<file path="src/rtl/core/cft_pkg.sv">
// Shared types, codes and limits for the CSV field tokenizer.
`timescale 1ns / 1ps

package cft_pkg;

	localparam int unsigned FIELD_LIMIT = 32;
	localparam int unsigned CHAR_LIMIT  = 255;
	localparam int unsigned FIELD_W     = 6;
	localparam int unsigned CNT_W       = 8;

	localparam logic [1:0] KIND_CHAR    = 2'd0;
	localparam logic [1:0] KIND_END     = 2'd1;
	localparam logic [1:0] KIND_RESTART = 2'd2;
	localparam logic [1:0] KIND_DONE    = 2'd3;

	localparam logic [7:0] CH_QUOTE = 8'h22;
	localparam logic [7:0] CH_COMMA = 8'h2c;
	localparam logic [7:0] CH_SPACE = 8'h20;
	localparam logic [7:0] CH_CR    = 8'h0d;
	localparam logic [7:0] CH_LF    = 8'h0a;

	localparam int unsigned FIFO_DEPTH = 4;
	localparam int unsigned PTR_W      = 2;
	localparam int unsigned LVL_W      = 3;

	typedef struct packed {
		logic [1:0]         kind;
		logic [7:0]         char_value;
		logic [FIELD_W-1:0] field_index;
		logic               last;
	} result_t;

	typedef struct packed {
		logic               quoted_mode;
		logic               quote_pending;
		logic               skip_separators;
		logic               line_finished;
		logic [FIELD_W-1:0] fields_done;
		logic [CNT_W-1:0]   chars_in_field;
	} tok_state_t;

	typedef struct packed {
		logic [1:0]     count;
		result_t [1:0]  res;
	} step_out_t;

	function automatic logic [FIELD_W-1:0] sat_inc_fields(input logic [FIELD_W-1:0] fd);
		if (fd < FIELD_W'(FIELD_LIMIT))
			return fd + FIELD_W'(1);
		return fd;
	endfunction

endpackage

</file>
<file path="src/rtl/core/cft_step.sv">
// Per-byte tokenizer rule: next state and up to two results for one item.
`timescale 1ns / 1ps

module cft_step (
	input  cft_pkg::tok_state_t st_cur,
	input  logic [7:0]          byte_value,
	input  logic                terminator,
	output cft_pkg::tok_state_t st_next,
	output cft_pkg::step_out_t  step_out
);
	import cft_pkg::*;

	always_comb begin
		tok_state_t    st;
		logic          go;
		logic [1:0]    n;
		result_t [1:0] r;

		st = st_cur;
		go = 1'b1;
		n  = 2'd0;
		r  = '0;

		if (terminator) begin
			if (!st.line_finished &&
			    (st.quote_pending || (st.chars_in_field != '0 && !st.quoted_mode))) begin
				r[n[0]] = '{kind: KIND_END, char_value: 8'd0,
				            field_index: st.fields_done, last: 1'b0};
				n = n + 2'd1;
				st.fields_done = sat_inc_fields(st.fields_done);
			end
			r[n[0]] = '{kind: KIND_DONE, char_value: 8'd0,
			            field_index: st.fields_done, last: 1'b0};
			n  = n + 2'd1;
			st = '0;
		end else if (st.line_finished) begin
			go = 1'b0;
		end else begin
			if (st.quote_pending) begin
				st.quote_pending = 1'b0;
				if (byte_value == CH_QUOTE) begin
					// doubled quote inside quotes stands for one quote
					if (st.chars_in_field < CNT_W'(CHAR_LIMIT)) begin
						r[n[0]] = '{kind: KIND_CHAR, char_value: CH_QUOTE,
						            field_index: st.fields_done, last: 1'b0};
						n = n + 2'd1;
						st.chars_in_field = st.chars_in_field + CNT_W'(1);
					end
					go = 1'b0;
				end else begin
					st.quoted_mode = 1'b0;
					r[n[0]] = '{kind: KIND_END, char_value: 8'd0,
					            field_index: st.fields_done, last: 1'b0};
					n = n + 2'd1;
					st.fields_done    = sat_inc_fields(st.fields_done);
					st.chars_in_field = '0;
					if (st.fields_done >= FIELD_W'(FIELD_LIMIT))
						st.line_finished = 1'b1;
					st.skip_separators = 1'b1;
					if (st.line_finished)
						go = 1'b0;
				end
			end

			if (go && st.skip_separators) begin
				if (byte_value == CH_SPACE || byte_value == CH_COMMA)
					go = 1'b0;
				else
					st.skip_separators = 1'b0;
			end

			if (go) begin
				if (!st.quoted_mode) begin
					if (byte_value == CH_SPACE) begin
						go = 1'b0;
					end else if (byte_value == CH_QUOTE) begin
						st.quoted_mode    = 1'b1;
						st.chars_in_field = '0;
						r[n[0]] = '{kind: KIND_RESTART, char_value: 8'd0,
						            field_index: st.fields_done, last: 1'b0};
						n  = n + 2'd1;
						go = 1'b0;
					end else if (byte_value == CH_COMMA) begin
						r[n[0]] = '{kind: KIND_END, char_value: 8'd0,
						            field_index: st.fields_done, last: 1'b0};
						n = n + 2'd1;
						st.fields_done    = sat_inc_fields(st.fields_done);
						st.chars_in_field = '0;
						if (st.fields_done >= FIELD_W'(FIELD_LIMIT))
							st.line_finished = 1'b1;
						go = 1'b0;
					end
				end else if (byte_value == CH_QUOTE) begin
					st.quote_pending = 1'b1;
					go = 1'b0;
				end
			end

			if (go) begin
				if (byte_value == CH_CR || byte_value == CH_LF) begin
					if (st.chars_in_field != '0) begin
						r[n[0]] = '{kind: KIND_END, char_value: 8'd0,
						            field_index: st.fields_done, last: 1'b0};
						n = n + 2'd1;
						st.fields_done = sat_inc_fields(st.fields_done);
					end
					st.chars_in_field = '0;
					st.line_finished  = 1'b1;
				end else if (st.chars_in_field < CNT_W'(CHAR_LIMIT)) begin
					r[n[0]] = '{kind: KIND_CHAR, char_value: byte_value,
					            field_index: st.fields_done, last: 1'b0};
					n = n + 2'd1;
					st.chars_in_field = st.chars_in_field + CNT_W'(1);
				end
			end
		end

		if (n == 2'd2)
			r[1].last = 1'b1;
		else if (n == 2'd1)
			r[0].last = 1'b1;

		st_next        = st;
		step_out.count = n;
		step_out.res   = r;
	end

endmodule

</file>
<file path="src/rtl/core/cft_result_fifo.sv">
// Four-entry result queue: takes up to two results a cycle, sends one.
`timescale 1ns / 1ps

module cft_result_fifo (
	input  logic               clk,
	input  logic               arst_n,
	input  cft_pkg::step_out_t push,
	output logic               room,
	output logic               out_valid,
	input  logic               out_ready,
	output cft_pkg::result_t   out_res
);
	import cft_pkg::*;

	result_t           mem [FIFO_DEPTH];
	logic [PTR_W-1:0]  wr_ptr_q;
	logic [PTR_W-1:0]  rd_ptr_q;
	logic [LVL_W-1:0]  level_q;
	logic              pop;

	assign pop       = out_valid && out_ready;
	assign out_valid = (level_q != '0);
	assign out_res   = mem[rd_ptr_q];
	// two free entries regardless of this cycle's pop
	assign room      = (level_q <= LVL_W'(FIFO_DEPTH - 2));

	always_ff @(posedge clk) begin
		if (push.count != 2'd0)
			mem[wr_ptr_q] <= push.res[0];
		if (push.count == 2'd2)
			mem[wr_ptr_q + PTR_W'(1)] <= push.res[1];
	end

	always_ff @(posedge clk or negedge arst_n) begin
		if (!arst_n) begin
			wr_ptr_q <= '0;
			rd_ptr_q <= '0;
			level_q  <= '0;
		end else begin
			wr_ptr_q <= wr_ptr_q + PTR_W'(push.count);
			if (pop)
				rd_ptr_q <= rd_ptr_q + PTR_W'(1);
			level_q <= level_q + LVL_W'(push.count) - LVL_W'(pop);
		end
	end

`ifndef SYNTHESIS
	a_level_bound: assert property (@(posedge clk) disable iff (!arst_n)
		level_q <= LVL_W'(FIFO_DEPTH))
		else $error("result queue over capacity");

	a_push_has_room: assert property (@(posedge clk) disable iff (!arst_n)
		(push.count != 2'd0) |-> room)
		else $error("results pushed without two free entries");

	a_level_track: assert property (@(posedge clk) disable iff (!arst_n)
		1'b1 |=> (level_q == $past(level_q) + LVL_W'($past(push.count)) - LVL_W'($past(pop))))
		else $error("queue level does not follow push and pop");
`endif

endmodule

</file>
<file path="src/rtl/core/csv_field_tokenizer.sv">
// Top level of the CSV field tokenizer: input stage, tokenizer state and result queue.
`timescale 1ns / 1ps

// Takes one CSV line a byte per transfer, ending with a transfer that has tlast set (its data is
// ignored), and sends field characters, field ends, field restarts and a line-done result that
// carries the field count; tuser gives the kind and tlast marks the final result of each input
// byte. A byte waits in the input register until the queue has room; the tokenizer rule runs on
// it there and writes its zero, one or two results into a four-entry queue, so a result passes
// the input register and the queue before it leaves. One byte is taken per cycle while the queue
// holds two or fewer results, so the sustained rate is one byte per cycle until bytes cause two
// results each, when the single result per cycle on the output side sets the pace.
module csv_field_tokenizer (
	input  logic        clk,
	input  logic        arst_n,
	input  logic        s_axis_tvalid,
	output logic        s_axis_tready,
	input  logic [7:0]  s_axis_tdata,   // [7:0] byte_value
	input  logic        s_axis_tlast,   // terminator
	output logic        m_axis_tvalid,
	input  logic        m_axis_tready,
	output logic [15:0] m_axis_tdata,   // [7:0] char_value, [13:8] field_index, [15:14] zero
	output logic [1:0]  m_axis_tuser,   // [1:0] kind
	output logic        m_axis_tlast    // last
);
	import cft_pkg::*;

	logic       valid_s1;
	logic [7:0] byte_s1;
	logic       term_s1;
	logic       fire_s1;
	logic       room;

	tok_state_t state_q;
	tok_state_t state_next;
	step_out_t  step_out;
	step_out_t  push;
	result_t    head;

	assign fire_s1       = valid_s1 && room;
	assign s_axis_tready = !valid_s1 || fire_s1;

	always_ff @(posedge clk or negedge arst_n) begin
		if (!arst_n) begin
			valid_s1 <= 1'b0;
		end else if (s_axis_tready) begin
			valid_s1 <= s_axis_tvalid;
		end
	end

	always_ff @(posedge clk) begin
		if (s_axis_tready && s_axis_tvalid) begin
			byte_s1 <= s_axis_tdata;
			term_s1 <= s_axis_tlast;
		end
	end

	cft_step u_step (
		.st_cur     (state_q),
		.byte_value (byte_s1),
		.terminator (term_s1),
		.st_next    (state_next),
		.step_out   (step_out)
	);

	always_ff @(posedge clk or negedge arst_n) begin
		if (!arst_n) begin
			state_q <= '0;
		end else if (fire_s1) begin
			state_q <= state_next;
		end
	end

	always_comb begin
		push = step_out;
		if (!fire_s1)
			push.count = 2'd0;
	end

	cft_result_fifo u_fifo (
		.clk       (clk),
		.arst_n    (arst_n),
		.push      (push),
		.room      (room),
		.out_valid (m_axis_tvalid),
		.out_ready (m_axis_tready),
		.out_res   (head)
	);

	assign m_axis_tdata = {2'b00, head.field_index, head.char_value};
	assign m_axis_tuser = head.kind;
	assign m_axis_tlast = head.last;

`ifndef SYNTHESIS
	a_term_clears: assert property (@(posedge clk) disable iff (!arst_n)
		(fire_s1 && term_s1) |=> (state_q == '0))
		else $error("terminator did not return tokenizer to reset state");

	a_term_done: assert property (@(posedge clk) disable iff (!arst_n)
		(fire_s1 && term_s1) |-> (step_out.count != 2'd0 &&
			step_out.res[step_out.count[1]].kind == KIND_DONE))
		else $error("terminator without line done as final result");

	a_field_bound: assert property (@(posedge clk) disable iff (!arst_n)
		state_q.fields_done <= FIELD_W'(FIELD_LIMIT))
		else $error("field count passed its limit");
`endif

endmodule

</file>
<file path="config.mk">
export PLATFORM = sky130hd
export DESIGN_NAME = csv_field_tokenizer
export DESIGN_NICKNAME = d
export VERILOG_FILES = /design/src/rtl/core/cft_pkg.sv /design/src/rtl/core/cft_step.sv /design/src/rtl/core/cft_result_fifo.sv /design/src/rtl/core/csv_field_tokenizer.sv
export SDC_FILE = /design/constraint.sdc
export NUM_CORES = 1
export LEC_CHECK = 0
export BUFFER_PORTS_ARGS = -buffer_cell sky130_fd_sc_hd__buf_2
export CAP_MARGIN = 20
export CORE_AREA = 5 5 122 124
export CTS_BUF_LIST = sky130_fd_sc_hd__clkbuf_4
export DETAILED_ROUTE_END_ITERATION = 8
export DIE_AREA = 0 0 127 129
export HOLD_SLACK_MARGIN = 0.02
export PLACE_DENSITY = 0.66
export SETUP_SLACK_MARGIN = 0.02
export SYNTH_ARGS = -nofsm -noshare
export SYNTH_HDL_FRONTEND = slang
export SYNTH_SLANG_ARGS = --single-unit
</file>
<file path="constraint.sdc">
create_clock -name clk -period 8.8 [get_ports clk]
set_input_delay 0.44 -clock clk [delete_from_list [all_inputs] [get_ports clk]]
set_output_delay 0.44 -clock clk [all_outputs]
set_load 0.02 [all_outputs]
</file>
==> impl_metrics.sql <==
INSERT INTO impl_metrics (metric_group, metric, value, unit) VALUES
('timing', 'tightest_slew', '0.895', 'ns'),
('status', 'status', 'finished clean', ''),
('clock_tree', 'worst_skew_pair.late_latency', '0.49', 'ns'),
('setup_path', 'timing.critical_path.to_type', 'flip-flop', ''),
('timing', 'slew_headroom', '39.5', '%'),
('power_and_ir_drop', 'power.total', '1.78', 'mW'),
('synthesis', 'proportion_of_netlist_area_held_by_the_largest_area_contributor', '34.8', '%'),
('floorplanning', 'initial_util', '48.6', '%'),
('layout', 'nFillCells', '1193', ''),
('power_and_ir_drop', 'combinationalPowerShare', '41.3', '%'),
('layout', 'layout.area.seq', '2960', 'sq um'),
('drt', 'routed_via_count_divided_by_cell_count', '6.03', ''),
('layout', 'multiInputGateArea', '3340', 'sq um'),
('synthesis', 'synth.avg_cell_area', '11.1', 'sq um'),
('placement', 'dpl.cell_count', '779', ''),
('layout', 'fin_cells', '798', ''),
('clock_tree', 'clock_sink_count', '103', ''),
('setup_path', 'critical_setup_path_kind', 'flip-flop to flip-flop', ''),
('placement', 'pre_cts_ws', '3.70', 'ns'),
('placement', 'global_placement_routability_congestion', '0.940', ''),
('timing', 'post-route-period-util', '59.0', '%'),
('setup_path', 'worstPathRequired', '8.98', 'ns'),
('synthesis', 'postSynthCellCount', '597', ''),
('layout', 'drive_gt1_share', '20.2', '%'),
('floorplanning', 'dieArea', '16400', 'sq um'),
('timing', 'final.setup.worst_slack', '3.61', 'ns'),
('drt', 'drt_pre_antenna_iters', '6', ''),
('synthesis', 'library_cell_with_the_highest_instance_count_after_synthesis', 'sky130_fd_sc_hd__edfxtp_1', ''),
('synthesis', 'ys_top_cells_by_area', 'sky130_fd_sc_hd__edfxtp_1 35%, sky130_fd_sc_hd__dfrtp_1 9.8%, sky130_fd_sc_hd__mux4_2 5.8%', ''),
('hold_path', 'timing.hold.worst.class', 'input port to flip-flop', ''),
('synthesis', 'synth-edff-count', '77', ''),
('power_and_ir_drop', 'swShare', '39.7', '%'),
('synthesis', 'largest_family_of_logic_cells_by_synthesized_area', 'simple AND/OR/NAND/NOR gates', ''),
('timing', 'skew', '0.0201', 'ns'),
('timing', 'final-max-slew-violation-count', '0', ''),
('synthesis', 'yosys.area_share.simple', '18.3', '%'),
('floorplanning', 'std_cell_rows', '43', ''),
('layout', 'area_growth', '6.07', '%'),
('setup_path', 'critPathMaxFanout', '18', ''),
('grt', 'grt_max_degree', '27', ''),
('synthesis', 'multiplexer_fraction_of_the_synthesized_cell_area', '12.6', '%'),
('timing', 'setup_total_neg_slack', '0', 'ns'),
('clock_tree', 'clock_root_buffer', 'sky130_fd_sc_hd__clkbuf_4', ''),
('drt', 'ant_nets', '0', ''),
('synthesis', 'synth_fa_ha_area_share', '2.38', '%'),
('setup_path', 'setup.worst_path.start_class', 'flip-flop', ''),
('drt', 'dr_iter_0_viols', '640', ''),
('clock_tree', 'cts_made_buffers', '9', ''),
('synthesis', 'synth.lib_cells_used.distinct', '79', ''),
('clock_tree', 'htree_num_levels', '3', ''),
('synthesis', 'seq_area_frac_synth', '44.6', '%'),
('synthesis', 'synth_async_sr_flop_share', '25.2', '%'),
('drt', 'route.vias.total', '4813', ''),
('power_and_ir_drop', 'net-switching-power', '0.705', 'mW'),
('placement', 'detailedPlacementHpwl', '11900', 'microns'),
('layout', 'insertedDiodeCount', '0', ''),
('layout', 'nNetsFinal', '638', ''),
('clock_tree', 'cts_tree', 'done', ''),
('timing', 'final.min_clock_period', '5.19', 'ns'),
('setup_path', 'crit_arrival', '5.37', 'ns'),
('grt', 'grt_overflow', '0', ''),
('power_and_ir_drop', 'seq_power_share', '42.3', '%'),
('drt', 'routed_wire_length_per_instance', '19.7', 'microns'),
('clock_tree', 'clk_pin_slew', '0.16', 'ns'),
('timing', 'rsz_0062_raised_after_global_routing', 'no', ''),
('timing', 'hold_viol', '0', ''),
('synthesis', 'mapped_area', '6640', 'sq um'),
('timing', 'final-setup-viol-count', '0', ''),
('power_and_ir_drop', 'cell_internal_pwr', '1.07', 'mW'),
('power_and_ir_drop', 'share_clk_of_total_power', '16.4', '%'),
('drt', 'drc', '0', '');
worst paths after layout:
path	start	endpoint	slack [ns]	cells past startpoint
max in group asynchronous	arst_n	u_fifo.wr_ptr_q[0]$_DFF_PN0_	7.88	2
min in group asynchronous	arst_n	state_q[9]$_DFFE_PN0P_	0.50	2
hold reg to reg	state_q[1]$_DFFE_PN0P_	state_q[1]$_DFFE_PN0P_	0.55	2
setup reg to reg	state_q[16]$_DFFE_PN0P_	u_fifo.mem[2][0]$_DFFE_PP_	3.61	16
hold / removal	s_axis_tdata[5]	byte_s1[5]$_DFFE_PP_	0.12	1
setup / recovery	state_q[16]$_DFFE_PN0P_	u_fifo.mem[2][0]$_DFFE_PP_	3.61	16
flip-flops by register name, summed over array words and instances, names as in the netlist:
name and flops:
u_fifo.rd_ptr_q 2, u_fifo.level_q 3, valid_s1 1, term_s1 1
u_fifo.mem 68, state_q 18, byte_s1 8, u_fifo.wr_ptr_q 2
worst max-delay path: stages, from the launching register on:
cell	delay [ns]
sky130_fd_sc_hd__dfrtp_1	0.77
sky130_fd_sc_hd__clkinv_1	0.38
sky130_fd_sc_hd__a41oi_1	0.45
sky130_fd_sc_hd__o32ai_1	0.21
sky130_fd_sc_hd__and2_1	0.23
sky130_fd_sc_hd__inv_1	0.06
sky130_fd_sc_hd__ha_1	0.16
sky130_fd_sc_hd__o21ai_0	0.09
sky130_fd_sc_hd__a211oi_1	0.18
sky130_fd_sc_hd__a32oi_1	0.19
sky130_fd_sc_hd__o21ai_2	0.29
sky130_fd_sc_hd__o21ai_4	0.11
sky130_fd_sc_hd__mux2i_1	0.15
sky130_fd_sc_hd__or2_1	0.67
sky130_fd_sc_hd__nand3_4	0.33
sky130_fd_sc_hd__o21ai_1	0.27
sky130_fd_sc_hd__buf_4	0.31
routing by layer:
metal  wire [microns]  global-route usage [%]  up-vias
met5                0                       0        -
met2             7730                    33.9      141
met1             7010                    25.6     2374
li1                 -                       -     2281
met4              276                    5.87        0
met3              736                    3.24       17
cell usage in the layout (no fill, tap or decap), types with 11 or more instances in the layout:
| cell type | Yosys | final |
|---|---|---|
| sky130_fd_sc_hd__mux4_2 | 17 | 17 |
| sky130_fd_sc_hd__mux2_4 | 17 | 17 |
| sky130_fd_sc_hd__dfrtp_1 | 26 | 26 |
| sky130_fd_sc_hd__nor2_1 | 34 | 34 |
| sky130_fd_sc_hd__nand2_1 | 52 | 52 |
| sky130_fd_sc_hd__ha_1 | 11 | 11 |
| sky130_fd_sc_hd__o21ai_0 | 26 | 26 |
| sky130_fd_sc_hd__o22ai_1 | 15 | 15 |
| sky130_fd_sc_hd__xnor2_1 | 18 | 18 |
| sky130_fd_sc_hd__nor3_1 | 11 | 11 |
| sky130_fd_sc_hd__o21ai_1 | 15 | 15 |
| sky130_fd_sc_hd__edfxtp_1 | 77 | 77 |
| sky130_fd_sc_hd__inv_1 | 25 | 25 |
| sky130_fd_sc_hd__nor2b_1 | 20 | 20 |
| sky130_fd_sc_hd__a21oi_1 | 16 | 16 |
| sky130_fd_sc_hd__nand3_1 | 13 | 13 |
| sky130_fd_sc_hd__buf_2 | 1 | 31 |
repair_timing:
action	4_1_cts	5_1_grt
hold endpoints to repair	26	0
resized for setup	0	0
hold buffers	1	0
power groups by stage:
stage          Clock (mW)  Sequential, mW  Combinational (mW)
3_3_place_gp            0           0.774               0.688
6_report            0.292           0.751               0.733
5_1_grt             0.313           0.764               0.803
2_1_floorplan           0           0.707               0.575
3_5_place_dp            0           0.782               0.705
4_1_cts             0.294           0.770               0.709
final cells by class:
type                            count  area share, %
Clock inverter                      7           1.48
Tap cell                          180           3.20
Clock buffer                        9          0.960
Inverter                           26           1.39
Timing Repair Buffer               40           3.48
Multi-Input combinational cell    433           47.4
Sequential cell                   103           42.1
through the flow:
step,area (sq um),util (%),hold slack (ns)
floorplan,6640,-,0.144
global placement,6820,49.9,0.498
detailed placement,6820,49.9,0.512
CTS,7010,51.3,0.0919
global route,7040,51.5,0.0896
finish,7040,51.5,0.119
kinds of logic (layout without fill, tap and decap cells):
group,count (synthesis),count (layout)
multiplexers,53,53
AO/OA/AOI/OAI,130,130
adder cells (fa/ha/maj),12,12
other,1,2
AND/OR/NAND/NOR,212,212
buffers and inverters,62,82
XOR/XNOR,24,24
flip-flops,103,103
Power figures use the tool's default switching activity.
